File: src/rtl/mptp_pkg.sv
// Package for the mesh point tag promotion block: sizes, codes and the
// structures passed between front end, queue and back end. No dependencies.
`timescale 1ns / 1ps
`default_nettype none
package mptp_pkg;

	// Sizes of the tag store and the element counters
	localparam int POINT_DEPTH  = 65536;
	localparam int VERTEX_LIMIT = 1048576;
	localparam int PT_AW        = $clog2(POINT_DEPTH);
	localparam int VCNT_W       = $clog2(VERTEX_LIMIT);

	// Fixed field widths
	localparam int PIDX_W    = 16;
	localparam int TOTAL_W   = 17;
	localparam int OUT_IDX_W = 20;

	// Queue between front and back end
	localparam int FIFO_DEPTH = 4;
	localparam int FIFO_AW    = $clog2(FIFO_DEPTH);

	// Item modes
	localparam logic MODE_LOAD   = 1'b0;
	localparam logic MODE_VERTEX = 1'b1;

	// Output kinds
	localparam logic [1:0] KIND_FACE_VERTEX = 2'd0;
	localparam logic [1:0] KIND_POINT       = 2'd1;
	localparam logic [1:0] KIND_FACE        = 2'd2;
	localparam logic [1:0] KIND_HALF_EDGE   = 2'd3;

	// Reductions
	localparam logic OP_AND = 1'b0;
	localparam logic OP_OR  = 1'b1;

	// Register indexes on the configuration port
	localparam logic [1:0] REG_OUT_KIND    = 2'd0;
	localparam logic [1:0] REG_COMBINE_OP  = 2'd1;
	localparam logic [1:0] REG_POINT_TOTAL = 2'd2;

	typedef struct packed {
		logic [1:0]         out_kind;
		logic               combine_op;
		logic [TOTAL_W-1:0] point_total;
	} cfg_t;

	// A classified item: tag already looked up (or taken from a load), range checked
	typedef struct packed {
		logic              mode;
		logic [PIDX_W-1:0] point_index;
		logic              tag;
		logic              last_in_face;
		logic              err;
	} entry_t;

	typedef struct packed {
		logic [OUT_IDX_W-1:0] out_index;
		logic                 out_tag;
		logic                 error;
		logic                 last;
	} result_t;

	function automatic logic combine(input logic op, input logic a, input logic b);
		combine = (op == OP_OR) ? (a | b) : (a & b);
	endfunction

	function automatic logic [VCNT_W-1:0] bump(input logic [VCNT_W-1:0] c);
		bump = (c == VCNT_W'(VERTEX_LIMIT - 1)) ? '0 : c + 1'b1;
	endfunction

endpackage
`default_nettype wire

File: src/rtl/mptp_back.sv
// Back end: tracks faces and half-edges, forms up to two results per item and
// drives the output register. Uses mptp_pkg.
`timescale 1ns / 1ps
`default_nettype none
module mptp_back (
	input  wire logic             clk,
	input  wire logic             arst_n,
	input  wire mptp_pkg::cfg_t   cfg,
	input  wire logic             head_valid,
	input  wire mptp_pkg::entry_t head,
	output logic                  pop,
	output logic                  out_valid,
	input  wire logic             out_ready,
	output mptp_pkg::result_t     out_res
);
	import mptp_pkg::*;

	logic [VCNT_W-1:0] vcnt_q;
	logic [VCNT_W-1:0] fcnt_q;
	logic [VCNT_W-1:0] prev_idx_q;
	logic              first_tag_q;
	logic              first_err_q;
	logic              prev_tag_q;
	logic              prev_err_q;
	logic              inside_q;
	logic              acc_q;
	logic              ferr_q;
	logic              phase_q;
	logic              out_valid_q;
	result_t           out_q;

	logic    is_vtx;
	logic    acc_n;
	logic    ferr_n;
	logic    first_tag_n;
	logic    first_err_n;
	logic    has_a;
	logic    has_b;
	logic    sel_a;
	logic    out_free;
	logic    emit;
	result_t res_a;
	result_t res_b;
	result_t res_sel;

	always_comb begin
		is_vtx      = (head.mode == MODE_VERTEX);
		acc_n       = inside_q ? combine(cfg.combine_op, acc_q, head.tag) : head.tag;
		ferr_n      = inside_q ? (ferr_q | head.err) : head.err;
		first_tag_n = inside_q ? first_tag_q : head.tag;
		first_err_n = inside_q ? first_err_q : head.err;

		// Edge that the previous vertex opened, closed by this one
		has_a           = is_vtx && inside_q && (cfg.out_kind == KIND_HALF_EDGE);
		res_a.out_index = OUT_IDX_W'(prev_idx_q);
		res_a.out_tag   = combine(cfg.combine_op, prev_tag_q, head.tag);
		res_a.error     = prev_err_q | head.err;
		res_a.last      = 1'b0;

		has_b           = 1'b0;
		res_b.out_index = OUT_IDX_W'(vcnt_q);
		res_b.out_tag   = head.tag;
		res_b.error     = head.err;
		res_b.last      = 1'b1;
		if (!is_vtx) begin
			has_b           = (cfg.out_kind == KIND_POINT);
			res_b.out_index = OUT_IDX_W'(head.point_index);
		end else begin
			case (cfg.out_kind)
				KIND_FACE_VERTEX: has_b = 1'b1;
				KIND_FACE: begin
					has_b           = head.last_in_face;
					res_b.out_index = OUT_IDX_W'(fcnt_q);
					res_b.out_tag   = acc_n;
					res_b.error     = ferr_n;
				end
				KIND_HALF_EDGE: begin
					// Closing edge wraps back to the face's first vertex
					has_b         = head.last_in_face;
					res_b.out_tag = combine(cfg.combine_op, head.tag, first_tag_n);
					res_b.error   = head.err | first_err_n;
				end
				default: has_b = 1'b0;
			endcase
		end

		sel_a    = has_a && !phase_q;
		out_free = !out_valid_q || out_ready;
		emit     = head_valid && (sel_a || has_b) && out_free;
		res_sel  = sel_a ? res_a : res_b;
		if (sel_a)
			res_sel.last = !has_b;
		pop = head_valid && (!(sel_a || has_b) || (emit && res_sel.last));
	end

	always_ff @(posedge clk or negedge arst_n) begin
		if (!arst_n) begin
			vcnt_q      <= '0;
			fcnt_q      <= '0;
			prev_idx_q  <= '0;
			first_tag_q <= 1'b0;
			first_err_q <= 1'b0;
			prev_tag_q  <= 1'b0;
			prev_err_q  <= 1'b0;
			inside_q    <= 1'b0;
			acc_q       <= 1'b0;
			ferr_q      <= 1'b0;
			phase_q     <= 1'b0;
			out_valid_q <= 1'b0;
		end else begin
			if (emit)
				out_valid_q <= 1'b1;
			else if (out_ready)
				out_valid_q <= 1'b0;

			if (pop)
				phase_q <= 1'b0;
			else if (emit && sel_a)
				phase_q <= 1'b1;

			if (pop && is_vtx) begin
				acc_q       <= acc_n;
				ferr_q      <= ferr_n;
				first_tag_q <= first_tag_n;
				first_err_q <= first_err_n;
				prev_tag_q  <= head.tag;
				prev_err_q  <= head.err;
				prev_idx_q  <= vcnt_q;
				vcnt_q      <= bump(vcnt_q);
				inside_q    <= !head.last_in_face;
				if (head.last_in_face)
					fcnt_q <= bump(fcnt_q);
			end
		end
	end

	always_ff @(posedge clk) begin
		if (emit)
			out_q <= res_sel;
	end

	assign out_valid = out_valid_q;
	assign out_res   = out_q;

endmodule
`default_nettype wire

File: config.mk
export PLATFORM = sky130hd
export DESIGN_NAME = mptp_back
export DESIGN_NICKNAME = d
export VERILOG_FILES = /design/src/rtl/mptp_pkg.sv /design/src/rtl/mptp_back.sv
export SDC_FILE = /design/constraint.sdc
export NUM_CORES = 1
export LEC_CHECK = 0
export ABC_AREA = 1
export BUFFER_PORTS_ARGS = -buffer_cell sky130_fd_sc_hd__buf_2
export CAP_MARGIN = 20
export CORE_MARGIN = 5
export CORE_UTILIZATION = 30
export CTS_CLUSTER_DIAMETER = 150
export DETAILED_ROUTE_END_ITERATION = 10
export PLACE_DENSITY = 0.55
export SLEW_MARGIN = 40
export SYNTH_ARGS = -nofsm -noshare
export SYNTH_HDL_FRONTEND = slang
export SYNTH_SLANG_ARGS = --single-unit
File: constraint.sdc
create_clock -name clk -period 2.14 [get_ports clk]
set_input_delay 0.321 -clock clk [delete_from_list [all_inputs] [get_ports clk]]
set_output_delay 0.321 -clock clk [all_outputs]
set_load 0.005 [all_outputs]
==> run_results.csv <==
group,metric,value,unit
clocking,clk_latency,0.35,ns
synthesis,synthesis.area,5110,µm²
pwr,clkPwrFrac,0.343,
timing,slew_violations,0,
finish,post-route-util,0.358,
synthesis,synth_common_cells,"nand2_1 (210), nor2_1 (76), dfrtp_1 (69)",
finish,num_antenna_cells,0,
setup_path,worstSetupPathType,"register to output pin",
synthesis,ys_warn_count,0,
pwr,p_seq_frac,0.470,
timing,tightestPinTransition,0.504,ns
grt,grt_start_max_net_pins,45,
timing,skew,0.00927,ns
route,via_per_inst,4.69,
finish,layout-drive-gt1-share,0.138,
synthesis,syn_inst,672,
timing,setup_viol,0,
pwr,irDropWorstVdd,0.000380,V
route,drtAntennaViolNets,0,
synthesis,yosysMostFrequentCell,"nand2_1",
setup_path,cp.required,1.82,ns
clocking,tritoncts,"done",
place,io_buffer_count,51,
synthesis,synth_edf_count,23,
timing,relSlewSlack,0.663,
die,num_rows,47,
synthesis,ys.flop_type,"dfrtp_1",
timing,timing.hold.ws,0.169,ns
worst_hold_path,hold_path.class,"input pin to register",
setup_path,reg2regPathDepth,8,
synthesis,async_flop_share,0.750,
timing,grt_setup_unrepaired,"no",
worst_hold_path,whs_path_depth,2,
place,gp_congestion,0.877,
grt,first_global_vias,4143,
setup_path,critPathCaptureType,"output pin",
grt,antenna_found_initial,0,
synthesis,synth_seq_cells,92,
route,dr_total_vias,4461,
pwr,p_int,0.00355,W
clocking,htree_levels,3,
timing,hold_viol_final,0,
route,drt_iter0_markers,280,
finish,syn2layout_area_growth,16.7,%
pwr,p_sw,0.00154,W
grt,grt_pass1_wl,22000,µm
place,detailed_place_hpwl,10000,µm
route,routedWlPerCell,14.2,µm
die,core_area,16600,µm²
grt,grtUsageTotal,0.139,
die,fp.dieArea,19700,µm²
synthesis,synth_cell_type_count,35,
pwr,p_leak,2.67,nW
route,first_pass_iters,5,
synthesis,synth.avg_cell_area,7.60,µm²
setup_path,crit_fanout,7,
die,fp.dieW,140,µm
timing,post-route-period-util,0.927,
timing,min_period,1.98,ns
grt,grt_overflow_total,0,
outcome,status,"finished, final reports clean",
job,maxCapViolCount,0,
synthesis,yosys.area.top_type_share,0.338,
clocking,clock_sinks,92,
synthesis,syn_nets,718,
finish,final_nets,773,
clocking,clockRootBuffer,"clkbuf_16",
timing,setup-tns-final,0,ns
pwr,pwr-share-comb,0.187,
die,ios,69,
pwr,sw_frac_of_total,0.303,
die,start_util,0.307,
setup_path,critPathArrivalTime,1.66,ns
route,drcViolationCount,0,
synthesis,synth.area.top_cells,"dfrtp_1 (34%), nand2_1 (15%), edfxtp_1 (14%)",
die,fp.dieH,140,µm
synthesis,ys_seq_area_frac,0.473,
route,postRouteWirelength,13500,µm
clocking,clockBufferDepth,2,
clocking,cts_buffers,9,
setup_path,start_kind,"register",
clocking,clk_pin_slew,0.07,ns
synthesis,yosys.area.top_type,"dfrtp_1",
timing,fmax,504,MHz
clocking,postCtsSetupBuffers,0,
pwr,power_density,853,nW/µm²
## flip-flops by register name, indices dropped and copies added (netlist names)
name         flops
acc_q            1
fcnt_q          20
ferr_q           1
first_err_q      1
first_tag_q      1
inside_q         1
out_res         23
out_valid        1
phase_q          1
prev_err_q       1
prev_idx_q      20
prev_tag_q       1
vcnt_q          20
## layout make-up
| class | instances | area [µm²] |
|---|---|---|
| inverters | 58 | 218 |
| fillers | 1760 | 10700 |
| flip-flops and latches | 92 | 2420 |
| repair buffers | 74 | 445 |
| well taps | 220 | 275 |
| clock buffers | 10 | 239 |
| clock inverters | 6 | 85.1 |
| multi-input cells | 492 | 2280 |
## path summary, 6_finish.rpt
path	start	endpoint	slack (ns)
worst max-delay path	inside_q$_DFFE_PN0P_	pop	0.16
worst min-delay path	out_ready	out_valid$_DFFE_PN0P_	0.17
worst max register to register	inside_q$_DFFE_PN0P_	vcnt_q[13]$_DFFE_PN0P_	0.31
worst min register to register	prev_idx_q[10]$_DFFE_PN0P_	prev_idx_q[10]$_DFFE_PN0P_	0.48
max in group asynchronous	arst_n	fcnt_q[11]$_DFFE_PN0P_	1.11
min in group asynchronous	arst_n	prev_idx_q[17]$_DFFE_PN0P_	0.44
## critical path: stages, from the launching register on
cell     delay [ns]
dfrtp_2        0.41
inv_2          0.08
nor2_2         0.10
nand3_2        0.17
nor2_1         0.21
nor2_2         0.08
nand2_1        0.08
inv_1          0.06
buf_2          0.12
## layout by cell type (no fill, tap or decap), drive strengths merged
master	netlist	final
nand2	211	211
nor2	79	79
buf	20	73
o21ai	71	71
dfrtp	69	69
inv	57	58
a21oi	50	50
nand3	32	32
edfxtp	23	23
xor2	19	19
clkbuf	10	10
xnor2	6	6
nand4	6	6
nor3	4	4
o211ai	3	3
clkinv	1	3
a22oi	2	2
ha	2	2
bufinv	0	2
o2111ai	1	1
a211oi	1	1
o22ai	1	1
a31oi	1	1
and2	1	1
or2	1	1
o21bai	1	1
clkinvlp	0	1
dlygate4sd3	0	1
## cell families (layout without fill, tap and decap cells)
logic type,after synthesis,in the layout,share of synthesized area
AND/OR/NAND/NOR,334,334,0.265
AO/OA/AOI/OAI,131,131,0.133
flip-flops,92,92,0.473
buffers and inverters,88,148,0.0806
XOR/XNOR,25,25,0.0429
adder cells (fa/ha/maj),2,2,0.00490
## power groups by stage
stage	Combinational [W]	Sequential, W	Clock (W)
after detailed placement	0.000955	0.00242	0
after global routing	0.00110	0.00244	0.00183
after floorplan	0.000648	0.00235	0
after CTS	0.000961	0.00239	0.00178
after global placement	0.000942	0.00241	0
final	0.000952	0.00239	0.00174
## metal layers
layer | vias to the layer above | global-route usage | part of all wire
met2 | 90 | 0.214 | 0.44
met5 | - | 0 | 0
li1 | 2282 | - | -
met4 | 0 | 0.0541 | 0.016
met3 | 13 | 0.0215 | 0.045
met1 | 2076 | 0.197 | 0.50
## metrics by stage
step / worst slack, ns / power, W / instance area, µm² / instances
after floorplan: 0.359 / 0.00300 / 5110 / 672
after global placement: 0.254 / 0.00336 / 5630 / 935
after detailed placement: 0.249 / 0.00337 / 5630 / 935
after CTS: 0.103 / 0.00513 / 5960 / 952
after global routing: 0.0555 / 0.00538 / 5960 / 952
final: 0.157 / 0.00509 / 5960 / 952
## what timing repair did
action	in CTS	in global routing
hold buffers	1	0
endpoints found under the hold margin	28	0
setup endpoints to repair	0	1
gates resized for setup	0	1
(Power assumes the default switching activity.)
