`config.mk`:
```
export PLATFORM = sky130hd
export DESIGN_NAME = mptp_fifo
export DESIGN_NICKNAME = d
export VERILOG_FILES = /design/src/rtl/mptp_pkg.sv /design/src/rtl/mptp_fifo.sv
export SDC_FILE = /design/constraint.sdc
export NUM_CORES = 1
export LEC_CHECK = 0
export BUFFER_PORTS_ARGS = -buffer_cell sky130_fd_sc_hd__buf_2
export CAP_MARGIN = 20
export CORE_UTILIZATION = 50
export CTS_BUF_LIST = sky130_fd_sc_hd__clkbuf_16
export DETAILED_ROUTE_END_ITERATION = 7
export PLACE_DENSITY = 0.77
export SYNTH_ARGS = -nofsm -noshare
export SYNTH_HDL_FRONTEND = slang
export SYNTH_SLANG_ARGS = --single-unit
```
`constraint.sdc`:
```
create_clock -name clk -period 2.65 [get_ports clk]
set_input_delay 0.3975 -clock clk [delete_from_list [all_inputs] [get_ports clk]]
set_output_delay 0.3975 -clock clk [all_outputs]
set_load 0.005 [all_outputs]
```
`src/rtl/mptp_pkg.sv`:
```
// Package for the mesh point tag promotion block: sizes, codes and the
// structures passed between front end, queue and back end. No dependencies.
`timescale 1ns / 1ps
`default_nettype none
package mptp_pkg;

	// Sizes of the tag store and the element counters
	localparam int POINT_DEPTH  = 65536;
	localparam int VERTEX_LIMIT = 1048576;
	localparam int PT_AW        = $clog2(POINT_DEPTH);
	localparam int VCNT_W       = $clog2(VERTEX_LIMIT);

	// Fixed field widths
	localparam int PIDX_W    = 16;
	localparam int TOTAL_W   = 17;
	localparam int OUT_IDX_W = 20;

	// Queue between front and back end
	localparam int FIFO_DEPTH = 4;
	localparam int FIFO_AW    = $clog2(FIFO_DEPTH);

	// Item modes
	localparam logic MODE_LOAD   = 1'b0;
	localparam logic MODE_VERTEX = 1'b1;

	// Output kinds
	localparam logic [1:0] KIND_FACE_VERTEX = 2'd0;
	localparam logic [1:0] KIND_POINT       = 2'd1;
	localparam logic [1:0] KIND_FACE        = 2'd2;
	localparam logic [1:0] KIND_HALF_EDGE   = 2'd3;

	// Reductions
	localparam logic OP_AND = 1'b0;
	localparam logic OP_OR  = 1'b1;

	// Register indexes on the configuration port
	localparam logic [1:0] REG_OUT_KIND    = 2'd0;
	localparam logic [1:0] REG_COMBINE_OP  = 2'd1;
	localparam logic [1:0] REG_POINT_TOTAL = 2'd2;

	typedef struct packed {
		logic [1:0]         out_kind;
		logic               combine_op;
		logic [TOTAL_W-1:0] point_total;
	} cfg_t;

	// A classified item: tag already looked up (or taken from a load), range checked
	typedef struct packed {
		logic              mode;
		logic [PIDX_W-1:0] point_index;
		logic              tag;
		logic              last_in_face;
		logic              err;
	} entry_t;

	typedef struct packed {
		logic [OUT_IDX_W-1:0] out_index;
		logic                 out_tag;
		logic                 error;
		logic                 last;
	} result_t;

	function automatic logic combine(input logic op, input logic a, input logic b);
		combine = (op == OP_OR) ? (a | b) : (a & b);
	endfunction

	function automatic logic [VCNT_W-1:0] bump(input logic [VCNT_W-1:0] c);
		bump = (c == VCNT_W'(VERTEX_LIMIT - 1)) ? '0 : c + 1'b1;
	endfunction

endpackage
`default_nettype wire

```
`src/rtl/mptp_fifo.sv`:
```
// Short queue of classified items between front and back end.
// Uses mptp_pkg.
`timescale 1ns / 1ps
`default_nettype none
module mptp_fifo (
	input  wire logic                       clk,
	input  wire logic                       arst_n,
	input  wire logic                       push,
	input  wire mptp_pkg::entry_t           push_entry,
	input  wire logic                       pop,
	output logic                            head_valid,
	output mptp_pkg::entry_t                head,
	output logic [mptp_pkg::FIFO_AW:0]      count
);
	import mptp_pkg::*;

	entry_t             slots [FIFO_DEPTH];
	logic [FIFO_AW-1:0] wr_ptr_q;
	logic [FIFO_AW-1:0] rd_ptr_q;
	logic [FIFO_AW:0]   count_q;
	logic               do_pop;

	assign head_valid = (count_q != '0);
	assign head       = slots[rd_ptr_q];
	assign count      = count_q;
	assign do_pop     = pop && head_valid;

	always_ff @(posedge clk or negedge arst_n) begin
		if (!arst_n) begin
			wr_ptr_q <= '0;
			rd_ptr_q <= '0;
			count_q  <= '0;
		end else begin
			if (push)
				wr_ptr_q <= wr_ptr_q + 1'b1;
			if (do_pop)
				rd_ptr_q <= rd_ptr_q + 1'b1;
			if (push && !do_pop)
				count_q <= count_q + 1'b1;
			else if (!push && do_pop)
				count_q <= count_q - 1'b1;
		end
	end

	always_ff @(posedge clk) begin
		if (push)
			slots[wr_ptr_q] <= push_entry;
	end

endmodule
`default_nettype wire

```
==> flow_metrics.env, run 1 <==
export IMPL_syn_area_um2=3283
export IMPL_rows=29
export IMPL_die_w_um=83.03
export IMPL_cts_resized=0
export IMPL_regArea_um2=2577
export IMPL_synthSimpleGateAreaFrac=0.01601
export IMPL_p_leak_nw=1.424
export IMPL_start_util=0.5170
export IMPL_grt_usage=0.1686
export IMPL_synth_fa_ha_area_frac=0.02515
export IMPL_drt_wl_total_mm=5.180
export IMPL_drc_errors=0
export IMPL_synthXorXnorAreaFrac=0.01601
export IMPL_final_setup_skew_ns=0.003683
export IMPL_syn_inst=137
export IMPL_p_total_mw=4.314
export IMPL_overflow=0
export IMPL_drive_above_1_share=0.4363
export IMPL_setup_viol=0
export IMPL_core_area_um2=6350
export IMPL_synth_seq_cells=87
export IMPL_period_needed_ns=2.280
export IMPL_postCtsSetupBuffers=0
export IMPL_clockRootBuffer="clkbuf_16"
export IMPL_clock_sinks=87
export IMPL_ant_nets=0
export IMPL_grt_pass1_vias=1678
export IMPL_slew_viol_final=0
export IMPL_die_y_um=83.03
export IMPL_syn_nets=167
export IMPL_max_clock_freq_ghz=0.4386
export IMPL_htreeDepth=3
export IMPL_synth_compound_area_frac=0.001524
export IMPL_yosys_warnings=0
export IMPL_grt_pass1_wl_mm=8.335
export IMPL_clk_latency_ns=0.33
export IMPL_antenna_found_initial=0
export IMPL_gp_congestion=0.7679
export IMPL_tightest_slew_ns=0.4410
export IMPL_min_from="push_entry[1]"
export IMPL_maxCapViolations=0
export IMPL_ys_types=18
export IMPL_startpoint="rd_ptr_q[0]$_DFFE_PN0P_"
export IMPL_synth_area_mux_share=0.1429
export IMPL_cts_made_buffers=9
export IMPL_period_share=0.8604
export IMPL_worstPathRequired_ns=2.25
export IMPL_wl_per_cell_um=18.43
export IMPL_tns_ns=0
export IMPL_multi_input_area_um2=661.9
export IMPL_fin_cells=281
export IMPL_path_class="register to primary output"
export IMPL_end_kind="primary output"
export IMPL_dieArea_um2=6894
export IMPL_pin_count=48
export IMPL_path_clk_slew_ns=0.06
export IMPL_hold_buffers=1
export IMPL_outcome="finished, final reports clean"
export IMPL_vias=1522
export IMPL_nets=229
export IMPL_arrival_ns=1.88
export IMPL_synth_top_family_by_area="multiplexers"
export IMPL_place_hpwl_mm=3.488
export IMPL_finalWorstSetupSlack_ns=0.3699
export IMPL_slew_headroom=0.7060
export IMPL_yosysSeqAreaShare=0.7851
export IMPL_cts_tree="done"
export IMPL_critPathLaunchType="register"
export IMPL_min_path_type="primary input to register"
export IMPL_portBuffers=47
export IMPL_drtPass1Iterations=6
export IMPL_nFillCells=442
export IMPL_rsz0062_at_grt="no"
export IMPL_hold_slack_ns=0.2786
export IMPL_r2r_start="count[0]$_DFFE_PN0P_"
export IMPL_place_detailed_instances=264
export IMPL_path_max_fanout=10
export IMPL_drt_initial_drc_count=55
export IMPL_avgSynthCellArea_um2=23.96
export IMPL_hold_violations=0
export IMPL_avgViaCountPerCell=5.416
export IMPL_clock_path_buffers=2
export IMPL_powerDensity_nw_per_um2=1094
export IMPL_grt_max_degree=19
export IMPL_vdd_drop_max_uv=668.9
export IMPL_num_antenna_cells=0
export IMPL_dp_slack_ns=0.5105
export IMPL_syn2layout_area_growth_pct=20.05
[worst max-delay path, cell delays in order (launching register included)]
cell	delay, ns
dfrtp_1	0.56
buf_4	0.31
mux4_2	0.53
buf_2	0.14
[cell usage after synthesis, drive strengths merged]
cell    instances  share of area
mux2            1         0.0034
nor2            1         0.0011
mux4           20           0.14
nand3           1         0.0015
and2            4         0.0076
ha              5          0.019
xor2            3         0.0080
xnor2           3         0.0080
o21ai           1         0.0015
fa              1         0.0061
edfxtp         80           0.73
inv             3         0.0034
or3             1         0.0034
dfrtp           7          0.053
nand2           2         0.0023
buf             4         0.0099
[sequential cells by signal (all words and copies together), names as in the netlist]
name	flops
slots	80
wr_ptr_q	2
rd_ptr_q	2
count	3
[stage by stage]
step,cell area [µm²],utilization
finish,3941,0.6207
detailed placement,3635,0.5724
global route,3941,0.6207
CTS,3941,0.6207
global placement,3635,0.5724
floorplan,3283,-
[power breakdown]
group          switching, mW  total [mW]  leakage (nW)  internal (mW)
Sequential             0.129        1.94         0.817           1.81
Combinational          0.539        1.15         0.467          0.611
Clock                  0.492        1.22         0.140          0.731
[worst paths after layout]
check	end	slack, ns	cells after the start
setup reg to reg	count[2]$_DFFE_PN0P_	0.52	8
setup / recovery	head[2]	0.37	3
min in group asynchronous	wr_ptr_q[1]$_DFFE_PN0P_	0.43	2
hold reg to reg	count[2]$_DFFE_PN0P_	0.51	1
max in group asynchronous	rd_ptr_q[0]$_DFFE_PN0P_	2.06	2
hold / removal	slots[2][1]$_DFFE_PP_	0.28	1
[logic make-up after synthesis]
logic type | count (synthesis)
DFF | 87
muxes | 21
and+or+nand+nor | 9
buffers and inverters | 7
xor gates and xnor gates | 6
adders and majority gates | 6
AOI/OAI and AO/OA | 1
[routing by layer]
layer  wire (µm)  vias up  part of all wire  track usage
met5           0        -                 0            0
met4         110        0             0.021      0.08150
met3         282       11             0.054      0.05467
met2        2663       55              0.51       0.2817
met1        2123      771              0.41       0.1981
li1            -      685                 -            -
[layout by cell type (no fill, tap or decap), types with 3 or more instances in the layout]
cell,count
edfxtp_1,80
clkbuf_16,9
ha_1,5
buf_4,7
and2_1,4
inv_1,3
mux4_2,18
xor2_1,3
xnor2_1,3
dfrtp_1,7
buf_2,47
[area by class of cell]
cell class	instances	area share
well taps	77	0.02444
inverters	3	0.002857
flip-flops and latches	87	0.6540
clock buffers	9	0.05714
clock inverters	7	0.01810
repair buffers	55	0.07556
multi-input cells	43	0.1679
No activity file was read; power rests on OpenSTA's default activity.
==> run 2, diff against run 1 <==
--- a/config.mk
+++ b/config.mk
@@ -5,12 +5,12 @@
 export SDC_FILE = /design/constraint.sdc
 export NUM_CORES = 1
 export LEC_CHECK = 0
-export BUFFER_PORTS_ARGS = -buffer_cell sky130_fd_sc_hd__buf_2
 export CAP_MARGIN = 20
 export CORE_UTILIZATION = 50
 export CTS_BUF_LIST = sky130_fd_sc_hd__clkbuf_16
 export DETAILED_ROUTE_END_ITERATION = 7
-export PLACE_DENSITY = 0.77
+export DONT_BUFFER_PORTS = 1
+export PLACE_DENSITY = 0.71
 export SYNTH_ARGS = -nofsm -noshare
 export SYNTH_HDL_FRONTEND = slang
 export SYNTH_SLANG_ARGS = --single-unit
==> run 2 against run 1 <==
  * Clock skew about the same
  * Clock power increased by 37%
  * Critical endpoint is now count[2]$_DFFE_PN0P_
  * Clock-buffer cell count unchanged
  * Highest routed layer unchanged
==> flow_metrics.env, run 2 (same netlist as run 1, synthesis figures left out) <==
export IMPL_drt_initial_drc_count=62
export IMPL_max_clock_freq_ghz=0.4668
export IMPL_die_w_um=83.03
export IMPL_postCtsSetupBuffers=0
export IMPL_overflow=0
export IMPL_grt_usage=0.1539
export IMPL_critPathLaunchType="register"
export IMPL_finalWorstSetupSlack_ns=0.5078
export IMPL_drtPass1Iterations=4
export IMPL_max_stage_delay_ns=0.45
export IMPL_layout_commonest_cell="edfxtp_1"
export IMPL_hold_buffers=1
export IMPL_path_class="register to register"
export IMPL_worstPathRequired_ns=2.90
export IMPL_path_max_fanout=4
export IMPL_core_area_um2=6350
export IMPL_start_util=0.5170
export IMPL_die_y_um=83.03
export IMPL_dp_slack_ns=0.4777
export IMPL_clk_latency_ns=0.33
export IMPL_period_needed_ns=2.142
export IMPL_timing_critical_path_buf_inv=1
export IMPL_p_leak_nw=1.296
export IMPL_grt_pass1_vias=1454
export IMPL_place_area_um2=3392
export IMPL_clock_sinks=87
export IMPL_tns_ns=0
export IMPL_rows=29
export IMPL_antenna_found_initial=0
export IMPL_clock_path_buffers=2
export IMPL_path_clk_slew_ns=0.06
export IMPL_period_share=0.8084
export IMPL_powerDensity_nw_per_um2=1190
export IMPL_num_antenna_cells=0
export IMPL_gp_congestion=0.6485
export IMPL_clockRootBuffer="clkbuf_16"
export IMPL_drc_errors=0
export IMPL_outcome="finished, final reports clean"
export IMPL_maxCapViolations=0
export IMPL_layout_common_cells="80 x edfxtp_1, 18 x mux4_2, 9 x clkbuf_16"
export IMPL_rsz0062_at_grt="no"
export IMPL_cts_made_buffers=9
export IMPL_utilization=0.6002
export IMPL_largest_reg_flops=80
export IMPL_crit_path_cell_trace="or3_4, nand2_1, ha_1, inv_1, fa_1, xor2_1, nor2_1, xor2_1"
export IMPL_end_kind="register"
export IMPL_vdd_drop_max_uv=857.5
export IMPL_dieArea_um2=6894
export IMPL_pin_count=48
export IMPL_crit_family="simple AND/OR/NAND/NOR gates"
export IMPL_worst_path_most_repeated_cell="xor2_1"
export IMPL_slowest_stage="dfrtp_1"
export IMPL_min_path_type="primary input to register"
export IMPL_drt_wl_total_mm=4.819
export IMPL_portBuffers=0
export IMPL_hold_violations=0
export IMPL_drive_above_1_share=0.2628
export IMPL_tightest_slew_ns=0.4140
export IMPL_fin_area_um2=3811
export IMPL_final_setup_skew_ns=0.004100
export IMPL_wl_per_cell_um=20.68
export IMPL_slew_headroom=0.7240
export IMPL_nFillCells=435
export IMPL_htreeDepth=3
export IMPL_nets=181
export IMPL_slew_viol_final=0
export IMPL_place_hpwl_mm=3.003
export IMPL_avgViaCountPerCell=5.682
export IMPL_ant_nets=0
export IMPL_syn2layout_area_growth_pct=16.08
export IMPL_cts_tree="done"
export IMPL_vias=1324
export IMPL_setup_viol=0
export IMPL_grt_pass1_wl_mm=7.562
export IMPL_cts_resized=0
export IMPL_largest_register="slots"
export IMPL_arrival_ns=2.39
export IMPL_grt_max_degree=23
export IMPL_p_total_mw=4.536
==> run 2: area by class of cell <==
class | count | area [µm²] | share of cell area
clock buffer | 9 | 225.2 | 0.05909
clock inverter | 7 | 183.9 | 0.04826
inverter | 3 | 11.26 | 0.002955
multi-input combinational | 43 | 661.9 | 0.1737
sequential | 87 | 2577 | 0.6763
tap | 77 | 96.34 | 0.02528
timing repair buffer | 7 | 55.05 | 0.01445
==> run 2: metal layers <==
| metal | vias to the layer above | share of wire | track usage |
|---|---|---|---|
| met5 | - | 0 | 0 |
| li1 | 591 | - | - |
| met2 | 38 | 0.54 | 0.2586 |
| met1 | 688 | 0.38 | 0.1691 |
| met4 | 0 | 0.013 | 0.06113 |
| met3 | 7 | 0.068 | 0.07256 |
==> run 2: through the flow <==
stage          hold slack (ns)  cells
2_1_floorplan           0.1019    137
3_3_place_gp            0.1021    216
3_5_place_dp            0.1021    216
4_1_cts                 0.1452    233
5_1_grt                 0.1443    233
6_report                0.1583    233
==> run 2: path summary, 6_finish.rpt <==
path	start	end	slack, ns	cells after the start
worst max-delay path	count[0]$_DFFE_PN0P_	count[2]$_DFFE_PN0P_	0.51	8
worst min-delay path	push	wr_ptr_q[0]$_DFFE_PN0P_	0.16	1
worst max register to register	count[0]$_DFFE_PN0P_	count[2]$_DFFE_PN0P_	0.51	8
worst min register to register	rd_ptr_q[1]$_DFFE_PN0P_	rd_ptr_q[1]$_DFFE_PN0P_	0.51	1
max in group asynchronous	arst_n	wr_ptr_q[0]$_DFFE_PN0P_	2.02	1
min in group asynchronous	arst_n	rd_ptr_q[1]$_DFFE_PN0P_	0.39	1
==> run 2: power by group <==
| part | switching [mW] | total (mW) | internal, mW | leakage [nW] |
|---|---|---|---|---|
| registers | 0.102 | 1.92 | 1.81 | 0.817 |
| logic | 0.498 | 0.949 | 0.451 | 0.278 |
| clock network | 0.469 | 1.67 | 1.20 | 0.201 |
==> run 3, diff against run 2 <==
--- a/config.mk
+++ b/config.mk
@@ -10,7 +10,7 @@
 export CTS_BUF_LIST = sky130_fd_sc_hd__clkbuf_16
 export DETAILED_ROUTE_END_ITERATION = 7
 export DONT_BUFFER_PORTS = 1
-export PLACE_DENSITY = 0.71
+export PLACE_DENSITY = 0.74
 export SYNTH_ARGS = -nofsm -noshare
 export SYNTH_HDL_FRONTEND = slang
 export SYNTH_SLANG_ARGS = --single-unit
==> constraint.sdc (replaced) <==
create_clock -name clk -period 1.95 [get_ports clk]
set_input_delay 0.2925 -clock clk [delete_from_list [all_inputs] [get_ports clk]]
set_output_delay 0.2925 -clock clk [all_outputs]
set_load 0.005 [all_outputs]
==> run 3 against run 2 <==
  * Critical path depth shrank 6
  * Largest cell class unchanged
  * Clock skew is essentially flat
  * Highest routed layer unchanged
  * Flip-flop and latch count is the same
  * Core utilization is essentially flat
  * Sequential power grew 35%
  * First-iteration DRC count grew 9.7%
  * Combinational power grew 50%
  * Final area is essentially flat
  * Sequential share of layout area is essentially flat
==> flow_metrics.env, run 3 (same netlist as run 1, synthesis figures left out) <==
export IMPL_die_w_um=83.03
export IMPL_dp_slack_ns=-0.03548
export IMPL_maxCapViolations=0
export IMPL_core_area_um2=6350
export IMPL_drc_errors=0
export IMPL_max_stage_delay_ns=0.56
export IMPL_arrival_ns=1.59
export IMPL_r2r_end="count[2]$_DFFE_PN0P_"
export IMPL_setup_viol=0
export IMPL_vdd_drop_max_uv=966.0
export IMPL_final_setup_skew_ns=0.003974
export IMPL_critPathLaunchType="register"
export IMPL_cts_tree="done"
export IMPL_largest_reg_flops=80
export IMPL_worst_path_stages=2
export IMPL_r2r_start="count[0]$_DFFE_PN0P_"
export IMPL_postCtsSetupBuffers=0
export IMPL_r2r_cells=8
export IMPL_cts_made_buffers=9
export IMPL_clockRootBuffer="clkbuf_16"
export IMPL_antenna_found_initial=0
export IMPL_gp_congestion=0.7288
export IMPL_slowest_stage="mux4_2"
export IMPL_min_path_type="primary input to register"
export IMPL_hold_slack_ns=0.04588
export IMPL_worstPathRequired_ns=1.66
export IMPL_min_from="push"
export IMPL_drtPass1Iterations=4
export IMPL_grt_usage=0.1595
export IMPL_place_hpwl_mm=3.366
export IMPL_rsz0062_at_grt="yes"
export IMPL_grt_max_degree=21
export IMPL_slew_viol_final=0
export IMPL_p_total_mw=5.836
export IMPL_powerDensity_nw_per_um2=1531
export IMPL_path_clk_slew_ns=0.06
export IMPL_nFillCells=436
export IMPL_layout_common_cells="80 x edfxtp_1, 18 x mux4_2, 14 x buf_4"
export IMPL_endpoint="head[19]"
export IMPL_drt_wl_total_mm=4.976
export IMPL_num_antenna_cells=0
export IMPL_place_detailed_instances=224
export IMPL_start_util=0.5170
export IMPL_vias=1379
export IMPL_nets=189
export IMPL_timing_critical_path_buf_inv=1
export IMPL_path_class="register to primary output"
export IMPL_die_y_um=83.03
export IMPL_portBuffers=0
export IMPL_drive_above_1_share=0.3232
export IMPL_clock_sinks=87
export IMPL_clock_path_buffers=2
export IMPL_crit_family="multiplexers"
export IMPL_rows=29
export IMPL_startpoint="rd_ptr_q[0]$_DFFE_PN0P_"
export IMPL_period_needed_ns=1.885
export IMPL_pin_count=48
export IMPL_outcome="finished, final reports clean"
export IMPL_place_area_um2=3457
export IMPL_grt_pass1_vias=1524
export IMPL_htreeDepth=3
export IMPL_drt_initial_drc_count=68
export IMPL_finalWorstSetupSlack_ns=0.06539
export IMPL_grt_pass1_wl_mm=7.866
export IMPL_path_max_fanout=10
export IMPL_clk_latency_ns=0.33
export IMPL_slew_headroom=0.3323
export IMPL_crit_path_cell_trace="buf_4, mux4_2"
export IMPL_syn2layout_area_growth_pct=16.12
export IMPL_ant_nets=0
export IMPL_tightest_slew_ns=1.002
export IMPL_p_leak_nw=1.293
export IMPL_wl_per_cell_um=20.65
export IMPL_avgViaCountPerCell=5.722
export IMPL_hold_violations=0
export IMPL_max_clock_freq_ghz=0.5306
export IMPL_overflow=0
export IMPL_dieArea_um2=6894
export IMPL_reg2reg_slack_ns=0.07
export IMPL_fin_area_um2=3812
export IMPL_largest_register="slots"
export IMPL_end_kind="primary output"
export IMPL_layout_commonest_cell="edfxtp_1"
export IMPL_fin_cells=241
export IMPL_period_share=0.9665
[run 3: changes by cell type in the layout (fill, tap and decap cells not counted), moves of 2 or more]
cell,change
clkinv_4,+2
inv_6,+2
bufinv_16,-4
buf_4,+8
[run 3: worst min path at each step]
stage	end	slack [ns]	cells past startpoint
detailed placement	count[1]$_DFFE_PN0P_	-0.003	0
CTS	wr_ptr_q[0]$_DFFE_PN0P_	0.04	1
global route	wr_ptr_q[0]$_DFFE_PN0P_	0.04	1
floorplan	count[0]$_DFFE_PN0P_	-0.003	0
global placement	count[0]$_DFFE_PN0P_	-0.003	0
finish	wr_ptr_q[0]$_DFFE_PN0P_	0.05	1
[run 3: area by class of cell]
cell class / instances / area, µm² / share of cell area
repair buffers: 15 / 115.1 / 0.03019
flip-flops and latches: 87 / 2577 / 0.6761
clock buffers: 9 / 225.2 / 0.05907
clock inverters: 7 / 102.6 / 0.02691
well taps: 77 / 96.34 / 0.02527
inverters: 3 / 11.26 / 0.002954
multi-input cells: 43 / 684.4 / 0.1795
[run 3: report_power, final]
| part | internal, mW | switching [mW] |
|---|---|---|
| Clock | 1.13 | 0.689 |
| Combinational | 0.716 | 0.708 |
| Sequential | 2.47 | 0.123 |
| Total | 4.32 | 1.52 |
[run 3: metal layers]
| metal | GRT usage | share of wire | vias up | routed length [µm] |
|---|---|---|---|---|
| li1 | - | - | 611 | - |
| met4 | 0.08621 | 0.022 | 0 | 109 |
| met3 | 0.06064 | 0.072 | 12 | 357 |
| met1 | 0.1764 | 0.37 | 707 | 1855 |
| met2 | 0.2668 | 0.53 | 49 | 2654 |
| met5 | 0 | 0 | - | 0 |
[run 3: metrics by stage]
step                TNS [ns]    util
floorplan                  0       -
global placement           0  0.5444
detailed placement  -0.03548  0.5444
CTS                        0  0.6000
global route        -0.08694  0.6004
finish                     0  0.6004
[run 3: timing repair]
action                                  in CTS  in global routing
gates resized for setup                      2                  1
pin swaps                                    0                  2
hold buffers                                 1                  0
endpoints found under the setup margin       1                 11
hold endpoints to repair                     7                  0
